[config.mk]
export PLATFORM = sky130hd
export DESIGN_NAME = rx_if_frequency_trim_feedback
export DESIGN_NICKNAME = d
export VERILOG_FILES = /design/src/hdl/ifft_pkg.sv /design/src/hdl/ifft_ram.sv /design/src/hdl/ifft_accdiv.sv /design/src/hdl/ifft_seq.sv /design/src/hdl/rx_if_frequency_trim_feedback.sv
export SDC_FILE = /design/constraint.sdc
export NUM_CORES = 2
export LEC_CHECK = 0
export ABC_AREA = 1
export BUFFER_PORTS_ARGS = -buffer_cell sky130_fd_sc_hd__buf_2
export CAP_MARGIN = 30
export CORE_ASPECT_RATIO = 0.7
export CORE_UTILIZATION = 55
export DETAILED_ROUTE_END_ITERATION = 10
export GPL_ROUTABILITY_DRIVEN = 1
export HOLD_SLACK_MARGIN = 0.1
export PLACE_DENSITY = 0.76
export SKIP_LAST_GASP = 1
export SYNTH_ARGS = -nofsm -noshare
export SYNTH_HDL_FRONTEND = slang
export SYNTH_SLANG_ARGS = --single-unit
[constraint.sdc]
create_clock -name clk -period 4.9 [get_ports clk]
set_input_delay 0 -clock clk [delete_from_list [all_inputs] [get_ports clk]]
set_output_delay 0 -clock clk [all_outputs]
set_load 0.02 [all_outputs]
[src/hdl/ifft_pkg.sv]
// shared types and constants for the if frequency trim feedback block
// no dependencies; imported by every module of the block except ifft_ram
package ifft_pkg;

    // field widths fixed by the interface
    localparam int CH_W    = 5;
    localparam int EST_W   = 16;
    localparam int AVG_W   = 16;
    localparam int ACT_W   = 3;
    localparam int NOM_W   = 16;
    localparam int OFS_W   = 10;
    localparam int MIN_W   = 4;
    localparam int CFG_I_W = 2;
    localparam int CFG_D_W = 16;

    // one quotient bit per divider step
    localparam int STEP_W  = $clog2(AVG_W);

    // lowest 802.15.4 channel in the history table
    localparam logic [CH_W-1:0] FIRST_CHANNEL = 5'd11;

    // register reset values
    localparam logic [NOM_W-1:0] NOMINAL_RST = 16'd500;
    localparam logic [OFS_W-1:0] OFFSET_RST  = 10'd25;
    localparam logic [MIN_W-1:0] MIN_EST_RST = 4'd3;

    // configuration register indexes
    typedef enum logic [CFG_I_W-1:0] {
        CFG_NOMINAL = 2'd0,
        CFG_OFFSET  = 2'd1,
        CFG_MIN_EST = 2'd2
    } cfg_index_t;

    // result action codes
    typedef enum logic [ACT_W-1:0] {
        ACT_REJECT  = 3'd0,
        ACT_COLLECT = 3'd1,
        ACT_IN_BAND = 3'd2,
        ACT_RAISE   = 3'd3,
        ACT_LOWER   = 3'd4
    } action_t;

    // sequencer states
    typedef enum logic [2:0] {
        S_IDLE,
        S_EVAL,
        S_SUM,
        S_DIV,
        S_DECIDE,
        S_OUT
    } state_t;

    // datapath controls from the sequencer
    typedef struct packed {
        logic acc_clear;
        logic acc_add;
        logic div_load;
        logic div_step;
    } dp_ctrl_t;

endpackage

[src/hdl/ifft_ram.sv]
// generic single write, single read ram with registered read data
// no dependencies
module ifft_ram #(
    parameter int WIDTH = 16,
    parameter int DEPTH = 160
) (
    input  logic                     clk,
    input  logic                     wr_en,
    input  logic [$clog2(DEPTH)-1:0] wr_addr,
    input  logic [WIDTH-1:0]         wr_data,
    input  logic                     rd_en,
    input  logic [$clog2(DEPTH)-1:0] rd_addr,
    output logic [WIDTH-1:0]         rd_data
);

    logic [WIDTH-1:0] mem_reg [DEPTH];
    logic [WIDTH-1:0] rd_data_reg;

    always_ff @(posedge clk)
    begin
        if (wr_en)
        begin
            mem_reg[wr_addr] <= wr_data;
        end
        if (rd_en)
        begin
            rd_data_reg <= mem_reg[rd_addr];
        end
    end

    assign rd_data = rd_data_reg;

endmodule

[src/hdl/ifft_accdiv.sv]
// accumulator and restoring divider built around one shared add/subtract unit
// depends on ifft_pkg
module ifft_accdiv
    import ifft_pkg::*;
#(
    parameter int WINDOW = 10
) (
    input  logic                         clk,
    input  dp_ctrl_t                     ctrl,
    input  logic [AVG_W-1:0]             rd_data,
    input  logic [$clog2(WINDOW+1)-1:0]  count,
    output logic [AVG_W-1:0]             quotient
);

    localparam int CNT_W = $clog2(WINDOW + 1);
    localparam int SUM_W = AVG_W + $clog2(WINDOW);
    localparam int ALU_W = SUM_W + 1;

    logic [SUM_W-1:0] acc_reg;
    logic [CNT_W-1:0] rem_reg;
    logic [AVG_W-1:0] quo_reg;

    logic [ALU_W-1:0] alu_a;
    logic [ALU_W-1:0] alu_b;
    logic             alu_sub;
    logic [ALU_W:0]   alu_res;
    logic             no_borrow;
    logic [CNT_W:0]   trial;

    // partial remainder with the next dividend bit shifted in
    assign trial = {rem_reg, quo_reg[AVG_W-1]};

    // shared unit: add for accumulation, subtract for a divider step
    always_comb
    begin
        alu_sub = ctrl.div_step;
        if (ctrl.div_step)
        begin
            alu_a = ALU_W'(trial);
            alu_b = ALU_W'(count);
        end
        else
        begin
            alu_a = ALU_W'(acc_reg);
            alu_b = ALU_W'(rd_data);
        end
        alu_res = {1'b0, alu_a} + {1'b0, alu_b ^ {ALU_W{alu_sub}}} + (ALU_W+1)'(alu_sub);
    end

    // carry out of a subtract means trial >= count
    assign no_borrow = alu_res[ALU_W];

    always_ff @(posedge clk)
    begin
        if (ctrl.acc_clear)
        begin
            acc_reg <= '0;
        end
        else if (ctrl.acc_add)
        begin
            acc_reg <= alu_res[SUM_W-1:0];
        end

        if (ctrl.div_load)
        begin
            // upper quotient bits are known zero, the top sum bits are the remainder
            rem_reg <= CNT_W'(acc_reg[SUM_W-1:AVG_W]);
            quo_reg <= acc_reg[AVG_W-1:0];
        end
        else if (ctrl.div_step)
        begin
            rem_reg <= no_borrow ? alu_res[CNT_W-1:0] : trial[CNT_W-1:0];
            quo_reg <= {quo_reg[AVG_W-2:0], no_borrow};
        end
    end

    assign quotient = quo_reg;

endmodule

[src/hdl/ifft_seq.sv]
// sequencer: steps one item through evaluate, sum, divide and decide
// depends on ifft_pkg
module ifft_seq
    import ifft_pkg::*;
#(
    parameter int WINDOW = 10
) (
    input  logic                         clk,
    input  logic                         rst_n,
    input  logic                         in_fire,
    input  logic                         go_sum,
    input  logic [$clog2(WINDOW+1)-1:0]  count,
    input  logic                         out_fire,
    output state_t                       state,
    output dp_ctrl_t                     ctrl,
    output logic                         rd_en,
    output logic [$clog2(WINDOW)-1:0]    rd_slot
);

    localparam int CNT_W = $clog2(WINDOW + 1);
    localparam int POS_W = $clog2(WINDOW);

    state_t            state_reg;
    state_t            state_next;
    logic [CNT_W-1:0]  slot_reg;
    logic              pend_reg;
    logic [STEP_W-1:0] step_reg;
    logic              sum_done;
    logic              div_done;

    assign sum_done = (slot_reg == count) && !pend_reg;
    assign div_done = (step_reg == STEP_W'(AVG_W - 1));

    always_comb
    begin
        state_next = state_reg;
        unique case (state_reg)
            S_IDLE:   if (in_fire)  state_next = S_EVAL;
            S_EVAL:   state_next = go_sum ? S_SUM : S_OUT;
            S_SUM:    if (sum_done) state_next = S_DIV;
            S_DIV:    if (div_done) state_next = S_DECIDE;
            S_DECIDE: state_next = S_OUT;
            S_OUT:    if (out_fire) state_next = S_IDLE;
            default:  state_next = S_IDLE;
        endcase
    end

    always_comb
    begin
        ctrl.acc_clear = (state_reg == S_EVAL);
        ctrl.acc_add   = (state_reg == S_SUM) && pend_reg;
        ctrl.div_load  = (state_reg == S_SUM) && sum_done;
        ctrl.div_step  = (state_reg == S_DIV);
        rd_en          = (state_reg == S_SUM) && (slot_reg < count);
        rd_slot        = slot_reg[POS_W-1:0];
    end

    always_ff @(posedge clk or negedge rst_n)
    begin
        if (!rst_n)
        begin
            state_reg <= S_IDLE;
            slot_reg  <= '0;
            pend_reg  <= 1'b0;
            step_reg  <= '0;
        end
        else
        begin
            state_reg <= state_next;
            // read data lands in the cycle after the read is issued
            pend_reg  <= rd_en;
            if (state_reg == S_EVAL)
            begin
                slot_reg <= '0;
            end
            else if (rd_en)
            begin
                slot_reg <= slot_reg + 1'b1;
            end
            if (ctrl.div_load)
            begin
                step_reg <= '0;
            end
            else if (ctrl.div_step)
            begin
                step_reg <= step_reg + 1'b1;
            end
        end
    end

    assign state = state_reg;

endmodule

[src/hdl/rx_if_frequency_trim_feedback.sv]
// top level of the receiver if frequency trim feedback block
// depends on ifft_pkg, ifft_ram, ifft_accdiv and ifft_seq
//
// usage:
//   input channel (in_valid/in_ready): one beat per received packet with the
//   radio channel and its if zero-crossing count. a zero count or a channel
//   outside the table is rejected. otherwise the count goes into that
//   channel's ring of the last WINDOW counts.
//   output channel (out_valid/out_ready): exactly one beat per input beat with
//   the echoed channel, the action code and the ring's truncated mean or zero.
//   config channel (cfg_valid/cfg_ready): writes nominal count, allowed offset
//   and minimum ring fill; always ready, write only while idle.
// timing:
//   rejected or still collecting: out_valid is set from the evaluate state.
//   averaged: out_valid is set from the decide state, after one ram read per
//   held entry (count, 1 .. WINDOW) is summed and the divider has produced
//   one quotient bit per cycle through the shared add/subtract unit.
//   one item at a time: in_ready is high only when no item is in work, so a
//   new input beat is taken only after the result beat has been taken.
// reset: ring positions and fill flags clear, registers take their defaults;
//   ram contents are not cleared, only entries written since are ever read.
// stall: the result holds on the output until out_ready, input stays blocked.
module rx_if_frequency_trim_feedback
    import ifft_pkg::*;
#(
    parameter int WINDOW   = 10,
    parameter int CHANNELS = 16
) (
    input  logic               clk,
    input  logic               rst_n,
    // input beats
    input  logic               in_valid,
    output logic               in_ready,
    input  logic [CH_W-1:0]    channel,
    input  logic [EST_W-1:0]   crossing_count,
    // result beats
    output logic               out_valid,
    input  logic               out_ready,
    output logic [CH_W-1:0]    channel_out,
    output logic [ACT_W-1:0]   action,
    output logic [AVG_W-1:0]   average,
    // configuration writes
    input  logic               cfg_valid,
    output logic               cfg_ready,
    input  logic [CFG_I_W-1:0] cfg_index,
    input  logic [CFG_D_W-1:0] cfg_data
);

    localparam int IDX_W  = (CHANNELS > 1) ? $clog2(CHANNELS) : 1;
    localparam int POS_W  = $clog2(WINDOW);
    localparam int CNT_W  = $clog2(WINDOW + 1);
    localparam int DEPTH  = CHANNELS * WINDOW;
    localparam int ADDR_W = $clog2(DEPTH);
    localparam int CMP_W  = (CNT_W > MIN_W) ? CNT_W : MIN_W;

    // configuration registers
    logic [NOM_W-1:0] nominal_reg;
    logic [OFS_W-1:0] offset_reg;
    logic [MIN_W-1:0] min_est_reg;

    // item in work
    logic [CH_W-1:0]  ch_reg;
    logic [EST_W-1:0] est_reg;
    logic [CNT_W-1:0] count_reg;

    // per channel ring state
    logic [POS_W-1:0] pos_reg  [CHANNELS];
    logic             full_reg [CHANNELS];

    // result register
    logic             out_valid_reg;
    logic [CH_W-1:0]  channel_out_reg;
    action_t          action_reg;
    logic [AVG_W-1:0] average_reg;

    logic             in_fire;
    logic             out_fire;
    logic             cfg_fire;
    state_t           state;
    dp_ctrl_t         ctrl;
    logic             rd_en;
    logic [POS_W-1:0] rd_slot;
    logic [AVG_W-1:0] rd_data;
    logic [AVG_W-1:0] quotient;

    logic [CH_W:0]    ch_off;
    logic             ch_ok;
    logic             item_ok;
    logic [IDX_W-1:0] ch_idx;
    logic [ADDR_W-1:0] base_addr;
    logic [POS_W-1:0] cur_pos;
    logic             wrap;
    logic [POS_W-1:0] new_pos;
    logic             full_after;
    logic [CNT_W-1:0] count_now;
    logic             enough;
    logic             go_sum;
    logic [NOM_W:0]   high_bound;
    logic [NOM_W:0]   avg_plus_ofs;
    logic             too_high;
    logic             too_low;

    assign in_fire   = in_valid && in_ready;
    assign out_fire  = out_valid && out_ready;
    assign cfg_fire  = cfg_valid && cfg_ready;
    assign in_ready  = (state == S_IDLE);
    assign cfg_ready = 1'b1;

    // channel range check, table index is channel minus the first channel
    assign ch_off  = {1'b0, ch_reg} - {1'b0, FIRST_CHANNEL};
    assign ch_ok   = (ch_reg >= FIRST_CHANNEL) && (ch_off < (CH_W+1)'(CHANNELS));
    assign item_ok = ch_ok && (est_reg != '0);
    assign ch_idx  = ch_off[IDX_W-1:0];

    assign base_addr = ADDR_W'(ch_idx * WINDOW);

    // ring advance for this write
    assign cur_pos    = pos_reg[ch_idx];
    assign wrap       = (cur_pos == POS_W'(WINDOW - 1));
    assign new_pos    = wrap ? '0 : cur_pos + 1'b1;
    assign full_after = full_reg[ch_idx] || wrap;
    assign count_now  = full_after ? CNT_W'(WINDOW) : CNT_W'(new_pos);

    // a minimum of zero acts as one since the count is never below one here
    assign enough = (CMP_W'(count_now) >= CMP_W'(min_est_reg));
    assign go_sum = item_ok && enough;

    // band check without wrap; lower side as avg + offset < nominal
    assign high_bound   = {1'b0, nominal_reg} + (NOM_W+1)'(offset_reg);
    assign avg_plus_ofs = {1'b0, quotient} + (NOM_W+1)'(offset_reg);
    assign too_high     = ({1'b0, quotient} > high_bound);
    assign too_low      = (avg_plus_ofs < {1'b0, nominal_reg});

    ifft_seq #(
        .WINDOW (WINDOW)
    ) u_seq (
        .clk      (clk),
        .rst_n    (rst_n),
        .in_fire  (in_fire),
        .go_sum   (go_sum),
        .count    (count_reg),
        .out_fire (out_fire),
        .state    (state),
        .ctrl     (ctrl),
        .rd_en    (rd_en),
        .rd_slot  (rd_slot)
    );

    ifft_ram #(
        .WIDTH (EST_W),
        .DEPTH (DEPTH)
    ) u_store (
        .clk     (clk),
        .wr_en   ((state == S_EVAL) && item_ok),
        .wr_addr (base_addr + ADDR_W'(cur_pos)),
        .wr_data (est_reg),
        .rd_en   (rd_en),
        .rd_addr (base_addr + ADDR_W'(rd_slot)),
        .rd_data (rd_data)
    );

    ifft_accdiv #(
        .WINDOW (WINDOW)
    ) u_accdiv (
        .clk      (clk),
        .ctrl     (ctrl),
        .rd_data  (rd_data),
        .count    (count_reg),
        .quotient (quotient)
    );

    // configuration registers, indexes beyond the list are dropped
    always_ff @(posedge clk or negedge rst_n)
    begin
        if (!rst_n)
        begin
            nominal_reg <= NOMINAL_RST;
            offset_reg  <= OFFSET_RST;
            min_est_reg <= MIN_EST_RST;
        end
        else if (cfg_fire)
        begin
            unique case (cfg_index)
                CFG_NOMINAL: nominal_reg <= cfg_data[NOM_W-1:0];
                CFG_OFFSET:  offset_reg  <= cfg_data[OFS_W-1:0];
                CFG_MIN_EST: min_est_reg <= cfg_data[MIN_W-1:0];
                default:     ;
            endcase
        end
    end

    // item capture and held count
    always_ff @(posedge clk)
    begin
        if (in_fire)
        begin
            ch_reg  <= channel;
            est_reg <= crossing_count;
        end
        if (state == S_EVAL)
        begin
            count_reg <= count_now;
        end
    end

    // ring positions and fill flags
    always_ff @(posedge clk or negedge rst_n)
    begin
        if (!rst_n)
        begin
            for (int i = 0; i < CHANNELS; i++)
            begin
                pos_reg[i]  <= '0;
                full_reg[i] <= 1'b0;
            end
        end
        else if ((state == S_EVAL) && item_ok)
        begin
            pos_reg[ch_idx]  <= new_pos;
            full_reg[ch_idx] <= full_after;
        end
        else if ((state == S_DECIDE) && (too_high || too_low))
        begin
            // out of band: start the history over
            pos_reg[ch_idx]  <= '0;
            full_reg[ch_idx] <= 1'b0;
        end
    end

    // result valid
    always_ff @(posedge clk or negedge rst_n)
    begin
        if (!rst_n)
        begin
            out_valid_reg <= 1'b0;
        end
        else if (((state == S_EVAL) && !go_sum) || (state == S_DECIDE))
        begin
            out_valid_reg <= 1'b1;
        end
        else if (out_fire)
        begin
            out_valid_reg <= 1'b0;
        end
    end

    // result payload
    always_ff @(posedge clk)
    begin
        if ((state == S_EVAL) && !go_sum)
        begin
            channel_out_reg <= ch_reg;
            action_reg      <= item_ok ? ACT_COLLECT : ACT_REJECT;
            average_reg     <= '0;
        end
        else if (state == S_DECIDE)
        begin
            channel_out_reg <= ch_reg;
            average_reg     <= quotient;
            priority if (too_high)
            begin
                action_reg <= ACT_RAISE;
            end
            else if (too_low)
            begin
                action_reg <= ACT_LOWER;
            end
            else
            begin
                action_reg <= ACT_IN_BAND;
            end
        end
    end

    assign out_valid   = out_valid_reg;
    assign channel_out = channel_out_reg;
    assign action      = action_reg;
    assign average     = average_reg;

    // a pending result and the output state always agree
    a_out_state: assert property (@(posedge clk) disable iff (!rst_n)
        out_valid_reg == (state == S_OUT))
        else $error("result valid out of step with sequencer");

    // an input beat is never taken while a result is pending
    a_no_overlap: assert property (@(posedge clk) disable iff (!rst_n)
        out_valid |-> !in_ready)
        else $error("input ready while result pending");

    // an average is reported exactly when a mean was taken
    a_avg_zero: assert property (@(posedge clk) disable iff (!rst_n)
        out_valid |-> (((action_reg == ACT_REJECT) || (action_reg == ACT_COLLECT))
                       == (average_reg == '0)))
        else $error("average does not match action");

    // in the cycle after an input beat the block is busy
    a_busy: assert property (@(posedge clk) disable iff (!rst_n)
        in_fire |=> !in_ready)
        else $error("input ready right after accept");

endmodule
=== Word-level counts from Yosys, hierarchy flattened ===
Memories as Yosys holds them, arrays and structs flattened. A register that Yosys moved wholly into a read port is not among the register bits.
Cells that the tools add are included.

* Register bits: 212
* Bits in writable memories: 2560
* Bits of input ports: 44
* Output and inout port bits: 27
* Logic and storage cells: 165
* Memories kept: 1

* $add $sub $neg: 10
* Multiply operators: 1
* Magnitude comparators: 8
* Eq/ne operators: 14
* Mux-type cells: 46
* Bitwise gates (word level): 6
* Reductions and logical operators: 30

{| class="wikitable"
|+ Memories
! memory !! words !! width !! read ports !! clocked after memory_dff !! write ports !! RTL line !! RTL
|-
| u_store.mem_reg || 160 || 16 || 1 || 1 || 1 || ifft_ram.sv:16 || <nowiki>logic [WIDTH-1:0] mem_reg [DEPTH];</nowiki>
|}

{| class="wikitable"
|+ Operators with widths
! cell !! count
|-
| $mux W64 || 2
|-
| $mux W16 || 5
|-
| $and A64 B64 Y64 || 1
|-
| $bwmux W64 || 1
|-
| $not A64 Y64 || 1
|-
| $mux W4 || 12
|-
| $add A16 B10 Y17 || 2
|-
| $mux W3 || 9
|-
| $add A20 B21 Y22 || 1
|-
| $add A22 B1 Y22 || 1
|-
| $xor A16 B21 Y21 || 1
|-
| $mux W20 || 1
|-
| $pmux W3 S6 || 1
|-
| $gt A16 B17 Y1 || 1
|-
| $lt A17 B16 Y1 || 1
|-
| $add A8 B4 Y8 || 2
|-
| $and A16 B16 Y16 || 1
|-
| $bmux W4 S4 || 1
|-
| $bwmux W16 || 1
|-
| $demux W4 S4 || 1
|-
| $not A16 Y16 || 1
|-
| $reduce_bool A16 Y1 || 1
|-
| $logic_and A1 B1 Y1 || 13
|-
| $add A4 B1 Y4 const B || 3
|-
| 29 further kinds || 51
|}

=== Longest topological paths before layout ===
* Word-level depth: 14
* Gate-level depth with buffers: 28
* Mapped depth without buffers: 26

=== Modules after synthesis ===
From an unflattened synthesis, not the netlist that was laid out.

* Cells, all modules: 10434
* Area total of the unflattened synthesis: 118087.0 um^2

{| class="wikitable"
|+ Modules (own cells, without submodules)
! module !! instances !! cells an instance !! area an instance (um^2) !! sequential area each (um^2)
|-
| ifft_ram || 1 || 8385 || 103464.2 || 77354.2
|-
| rx_if_frequency_trim_feedback || 1 || 1494 || 10811.6 || 4102.7
|-
| ifft_accdiv || 1 || 435 || 2959.1 || 1001.0
|-
| ifft_seq || 1 || 120 || 852.1 || 300.3
|}

=== Worst setup path after synthesis ===
Ideal clock, no wire load.

* Path type: reg2reg
* Start point: register ch_reg[0]
* End point: memory u_store.mem_reg[84][0], enable pin
* Setup time: 388 ps
* Arrival: 4239 ps
* Required time: 4512 ps
* Setup slack: 272 ps
* Cell stages (with the launch flop): 22
* Path buffers: 4
* Clock period less this slack: 4628 ps
* Cells stage by stage: edfxtp_1 buf_6 inv_2 buf_2 ha_1 inv_1 buf_2 nand3_1 nand2_1 nand3_1 nand2_1 nor2_2 ha_1 fa_1 nand2_1 a21boi_0 xor2_1 inv_1 nor2_1 nand2_2 buf_2 nor2_1

* Longest elaborated chain between the ends: 7
* Elaborated cells on any way between the ends: 14
* Those cells by class: add/sub (2); mul (1); order compare (2); mux (5); bitwise (1); reduce/logical (3)

{| class="wikitable"
|+ Ends and longest elaborated chain
! item !! RTL line !! RTL
|-
| start, declared || rx_if_frequency_trim_feedback.sv:62 || <nowiki>logic [CH_W-1:0] ch_reg;</nowiki>
|-
| start signal, assigned || rx_if_frequency_trim_feedback.sv:197 || <nowiki>ch_reg <= channel;</nowiki>
|-
| parallel branches: the longest is 7 deep, another holds $add A8 B4 Y8 || - ||
|-
| end, declared || ifft_ram.sv:16 ||
|}

Parallel ways; which one is timed is not known. The select of a mux whose other input is x is not followed.

=== Final worst setup path ===
* Start point: register ch_reg[0]
* End point: register u_store.rd_data_reg[11] (netlist: u_store.rd_data[11]) (read register of u_store.mem_reg) (data pin)

* Longest elaborated chain between the ends: 3

{| class="wikitable"
|+ Ends and longest elaborated chain
! item !! RTL line !! RTL
|-
| $sub A5 B4 Y6 || rx_if_frequency_trim_feedback.sv:110 || <nowiki>assign ch_off = {1'b0, ch_reg} - {1'b0, FIRST_CHANNEL};</nowiki>
|-
| $mul A4 B3 Y7 || rx_if_frequency_trim_feedback.sv:115 || <nowiki>assign base_addr = ADDR_W'(ch_idx * WINDOW);</nowiki>
|-
| $add A8 B4 Y8 || rx_if_frequency_trim_feedback.sv:158 || <nowiki>.rd_addr (base_addr + ADDR_W'(rd_slot)),</nowiki>
|-
| end, declared || ifft_ram.sv:17 || <nowiki>logic [WIDTH-1:0] rd_data_reg;</nowiki>
|}

No other way between the ends.
A chain may end at the register's enable or synchronous reset.

==> flow_summary.ini <==
[routing]
detail_route.first_pass.iterations = 9
route.detailed.drc = 0
ant_nets = 0
drt-wirelength-per-cell_um = 25.76
avgViaCountPerCell = 6.359
finalWirelength_mm = 330.8
detailroute.via_count = 81650
initial_drt_markers = 13610

[floorplan]
die_area_sq_um = 211700
placeableCoreArea_sq_um = 208300
initial_cell_density_of_the_core = 0.5542
die-height_um = 385.3
die_width_um = 549.5
placement_rows = 140
top_level_ports = 71

[timing]
report.final.hold_viol_count = 0
layout_worst_path_cycle_share = 0.9760
grt_setup_unrepaired = false
post-route-worst-setup-slack_ps = 117.5
finalClockSkew_ps = 59.39
timing.final.setup_violations = 0
maxSlewHeadroom = 0.1740
tightest_slew_ps = 1239
slew_viol_final = 0
final.setup.tns_ps = 0
finalCriticalPeriod_ps = 4783
maxClockFrequency_ghz = 0.2091

[clock_tree]
clockRootBuffer = sky130_fd_sc_hd__clkbuf_16
deepest_level_of_the_cts_h_tree = 4
clk_pin_slew_worst_paths_ps = 70
cts_num_sinks = 2788
worst_case_clock_buffer_depth = 4
tritoncts = yes
num_cts_buffers = 242
clk-insertion-delay-late_ps = 920

[min_path]
hold_path_class = in -> reg
min_from = in_valid
holdPathEnd = u_seq.state[1]
hold-path-cell-count = 6

[yosys]
synth.lib_cells_used.distinct = 60
ys.flop_type = sky130_fd_sc_hd__edfxtp_1
syn_area_cell_sq_um = 11.91
portion_of_the_post_synthesis_area_used_by_sequential_elements = 0.7170
count_of_flip_flops_with_a_built_in_enable_after_synthesis = 2629
yosys.area_share.adder = 0.01080
synthesis.nets = 9829
synth_simple_gate_area_frac = 0.1260
multiplexer_share_of_the_synthesized_area = 0.00008673
parity_gate_share_of_the_synthesized_area_counting_xor_and_xnor_cells = 0.003762
synth-compound-area-share = 0.1114
yosysWarningCount = 0
synthCells = 9689
async_sr_flop_fraction = 0.04412
post_synth_design_cell_area_sq_um = 115400
yosys_register_bits = 2788
synth_top_family_by_area = simple AND/OR/NAND/NOR gates

[critical_path]
cp-startpoint = ch_reg[0]
ff_to_ff_start = ch_reg[0]
critical_path.startpoint_type = flip-flop
worstSetupEndpointType = flip-flop
worst-path-max-fanout = 48
worst-r2r-cell-count = 13
criticalPathCategory = reg -> reg
worst-r2r-setup-slack_ps = 120
worstReg2RegEnd = u_store.rd_data[11]
worst_ep_required_time_ps = 5610
critical_path_arrival_ps = 5490

[placement]
globalplace.congestion = 0.9550
half_perimeter_wire_length_after_detailed_placement_mm = 192.1
place_worst_setup_slack_ps = 33.82
detailed_place.area_sq_um = 120400
numPortBuffers = 69

[global_routing]
track_usage = 0.3081
first_global_vias = 75830
antenna_violations_before_repair = 8
grt_max_degree = 205
global_route.overflow_total = 0
grt_first_pass_wirelength_mm = 486.8

[final_layout]
area_delta_synth_final_pct = 12.03
design_area_sq_um = 129300
final_core_utilization = 0.6208
largest_register_ffs = 2560
post_route_cells_drive_above_1_share = 0.09167
fin_nets = 10000

[status]
status = finished clean

[flow_run]
max-cap-violations = 0

[power_and_ir_drop]
pwr_density_cell_nw_per_um2 = 358.2
ir_worst_vdd_mv = 0.3179
power.leakage_nw = 44.76
==> critical path, stage by stage, from the launching register on <==
cell	delay, ps
sky130_fd_sc_hd__edfxtp_1	480
sky130_fd_sc_hd__inv_2	100
sky130_fd_sc_hd__buf_4	330
sky130_fd_sc_hd__ha_4	190
sky130_fd_sc_hd__inv_1	50
sky130_fd_sc_hd__fa_4	850
sky130_fd_sc_hd__inv_8	480
sky130_fd_sc_hd__buf_4	380
sky130_fd_sc_hd__o21ai_0	160
sky130_fd_sc_hd__o211ai_1	540
sky130_fd_sc_hd__nand3_1	250
sky130_fd_sc_hd__nand3_1	340
sky130_fd_sc_hd__nand3_1	160
sky130_fd_sc_hd__nand2_1	140
==> cell type report <==
type,instances,area (sq um)
sequential,2788,82760
fill,15230,78980
multi-input combinational,6033,29200
clock buffer,286,6316
timing repair buffer,553,5110
tap,2769,3465
clock inverter,152,1460
inverter,246,950.9
antenna,12,30.03
==> worst max-delay path by stage <==
| stage | endpoint | slack, ps | cells after the start |
|---|---|---|---|
| floorplan | u_store.mem_reg[84][0] | 270 | 21 |
| global route | u_store.mem_reg[26][14] | 10 | 19 |
| detailed placement | u_store.mem_reg[93][7] | 30 | 19 |
| finish | u_store.rd_data[11] | 120 | 13 |
| CTS | u_store.mem_reg[3][11] | 10 | 19 |
| global placement | u_store.mem_reg[93][4] | 20 | 19 |
==> metal layers <==
metal,track usage,share of wire,up-vias
met2,0.4367,0.42,5779
li1,-,-,35500
met5,0.004498,0.0010,-
met1,0.4417,0.39,39590
met4,0.1128,0.038,24
met3,0.1043,0.15,755
==> cell usage in the layout (no fill, tap or decap), types with 11 or more instances in the layout <==
cell type / count
sky130_fd_sc_hd__o211ai_1: 41
sky130_fd_sc_hd__o22ai_1: 581
sky130_fd_sc_hd__dfstp_2: 11
sky130_fd_sc_hd__clkbuf_16: 246
sky130_fd_sc_hd__xnor2_1: 16
sky130_fd_sc_hd__ha_1: 89
sky130_fd_sc_hd__a21oi_1: 107
sky130_fd_sc_hd__nand2_2: 12
sky130_fd_sc_hd__or2_2: 14
sky130_fd_sc_hd__o221ai_1: 82
sky130_fd_sc_hd__inv_2: 12
sky130_fd_sc_hd__edfxtp_1: 2629
sky130_fd_sc_hd__nand2_4: 16
sky130_fd_sc_hd__clkinv_1: 58
sky130_fd_sc_hd__nor2_1: 1568
sky130_fd_sc_hd__nor2_2: 23
sky130_fd_sc_hd__bufinv_16: 27
sky130_fd_sc_hd__buf_12: 65
sky130_fd_sc_hd__dfrtp_1: 111
sky130_fd_sc_hd__o21ai_1: 14
sky130_fd_sc_hd__dlygate4sd3_1: 92
sky130_fd_sc_hd__nor3_1: 13
sky130_fd_sc_hd__nand3_1: 615
sky130_fd_sc_hd__inv_1: 228
sky130_fd_sc_hd__clkinv_2: 50
sky130_fd_sc_hd__xor2_1: 26
sky130_fd_sc_hd__buf_4: 322
sky130_fd_sc_hd__dfxtp_1: 36
sky130_fd_sc_hd__o21ai_0: 1456
sky130_fd_sc_hd__buf_2: 68
sky130_fd_sc_hd__nand2_1: 1268
sky130_fd_sc_hd__diode_2: 12
sky130_fd_sc_hd__clkbuf_1: 39
==> synthesized netlist by cell type, types with 8 or more instances <==
| library cell | number | area, sq um |
|---|---|---|
| sky130_fd_sc_hd__a21oi_1 | 107 | 535.5 |
| sky130_fd_sc_hd__buf_1 | 42 | 157.7 |
| sky130_fd_sc_hd__buf_2 | 158 | 790.8 |
| sky130_fd_sc_hd__buf_4 | 13 | 97.59 |
| sky130_fd_sc_hd__buf_6 | 8 | 90.09 |
| sky130_fd_sc_hd__clkbuf_1 | 401 | 1505 |
| sky130_fd_sc_hd__dfrtp_1 | 112 | 2803 |
| sky130_fd_sc_hd__dfstp_2 | 11 | 289.0 |
| sky130_fd_sc_hd__dfxtp_1 | 36 | 720.7 |
| sky130_fd_sc_hd__edfxtp_1 | 2629 | 78950 |
| sky130_fd_sc_hd__ha_1 | 90 | 1126 |
| sky130_fd_sc_hd__inv_1 | 229 | 859.6 |
| sky130_fd_sc_hd__inv_2 | 14 | 52.55 |
| sky130_fd_sc_hd__nand2_1 | 1271 | 4771 |
| sky130_fd_sc_hd__nand2_2 | 14 | 87.58 |
| sky130_fd_sc_hd__nand2_4 | 11 | 123.9 |
| sky130_fd_sc_hd__nand3_1 | 616 | 3083 |
| sky130_fd_sc_hd__nand4_1 | 10 | 62.56 |
| sky130_fd_sc_hd__nor2_1 | 1574 | 5908 |
| sky130_fd_sc_hd__nor2_2 | 17 | 106.4 |
| sky130_fd_sc_hd__nor3_1 | 15 | 75.07 |
| sky130_fd_sc_hd__o211ai_1 | 41 | 307.8 |
| sky130_fd_sc_hd__o21ai_0 | 1458 | 7297 |
| sky130_fd_sc_hd__o21ai_1 | 12 | 60.06 |
| sky130_fd_sc_hd__o221ai_1 | 82 | 718.2 |
| sky130_fd_sc_hd__o22ai_1 | 581 | 3635 |
| sky130_fd_sc_hd__or2_2 | 14 | 87.58 |
| sky130_fd_sc_hd__xnor2_1 | 16 | 140.1 |
| sky130_fd_sc_hd__xor2_1 | 28 | 245.2 |
==> per-stage QoR <==
| step | total power [mW] | std cells | hold slack, ps |
|---|---|---|---|
| after floorplan | 27.19 | 9689 | -295.6 |
| after CTS | 46.39 | 12820 | 137.6 |
| after detailed placement | 27.52 | 12290 | -8.526 |
| after global routing | 47.45 | 12830 | 213.8 |
| after global placement | 27.50 | 12290 | -25.50 |
| final | 46.32 | 12840 | 178.1 |
==> cell families after synthesis <==
kind of cell / Yosys count
AOI/OAI and AO/OA: 2320
xor gates and xnor gates: 47
adders and majority gates: 96
buffers and inverters: 868
DFF: 2788
muxes: 1
other: 1
and+or+nand+nor: 3568
==> power by group <==
group	leakage (nW)	internal, mW	switching (mW)
Sequential	25.5	25.8	0.0651
Clock	3.81	10.6	8.63
Combinational	15.5	0.498	0.775
Total	44.8	36.8	9.47
==> what timing repair did <==
action | 4_1_cts | 5_1_grt
buffers inserted | 0 | 1
resized for setup | 0 | 14
hold buffers | 93 | 0
hold endpoints to repair | 199 | 0
endpoints found under the setup margin | 0 | 2131
No activity file was read; power rests on OpenSTA's default activity.
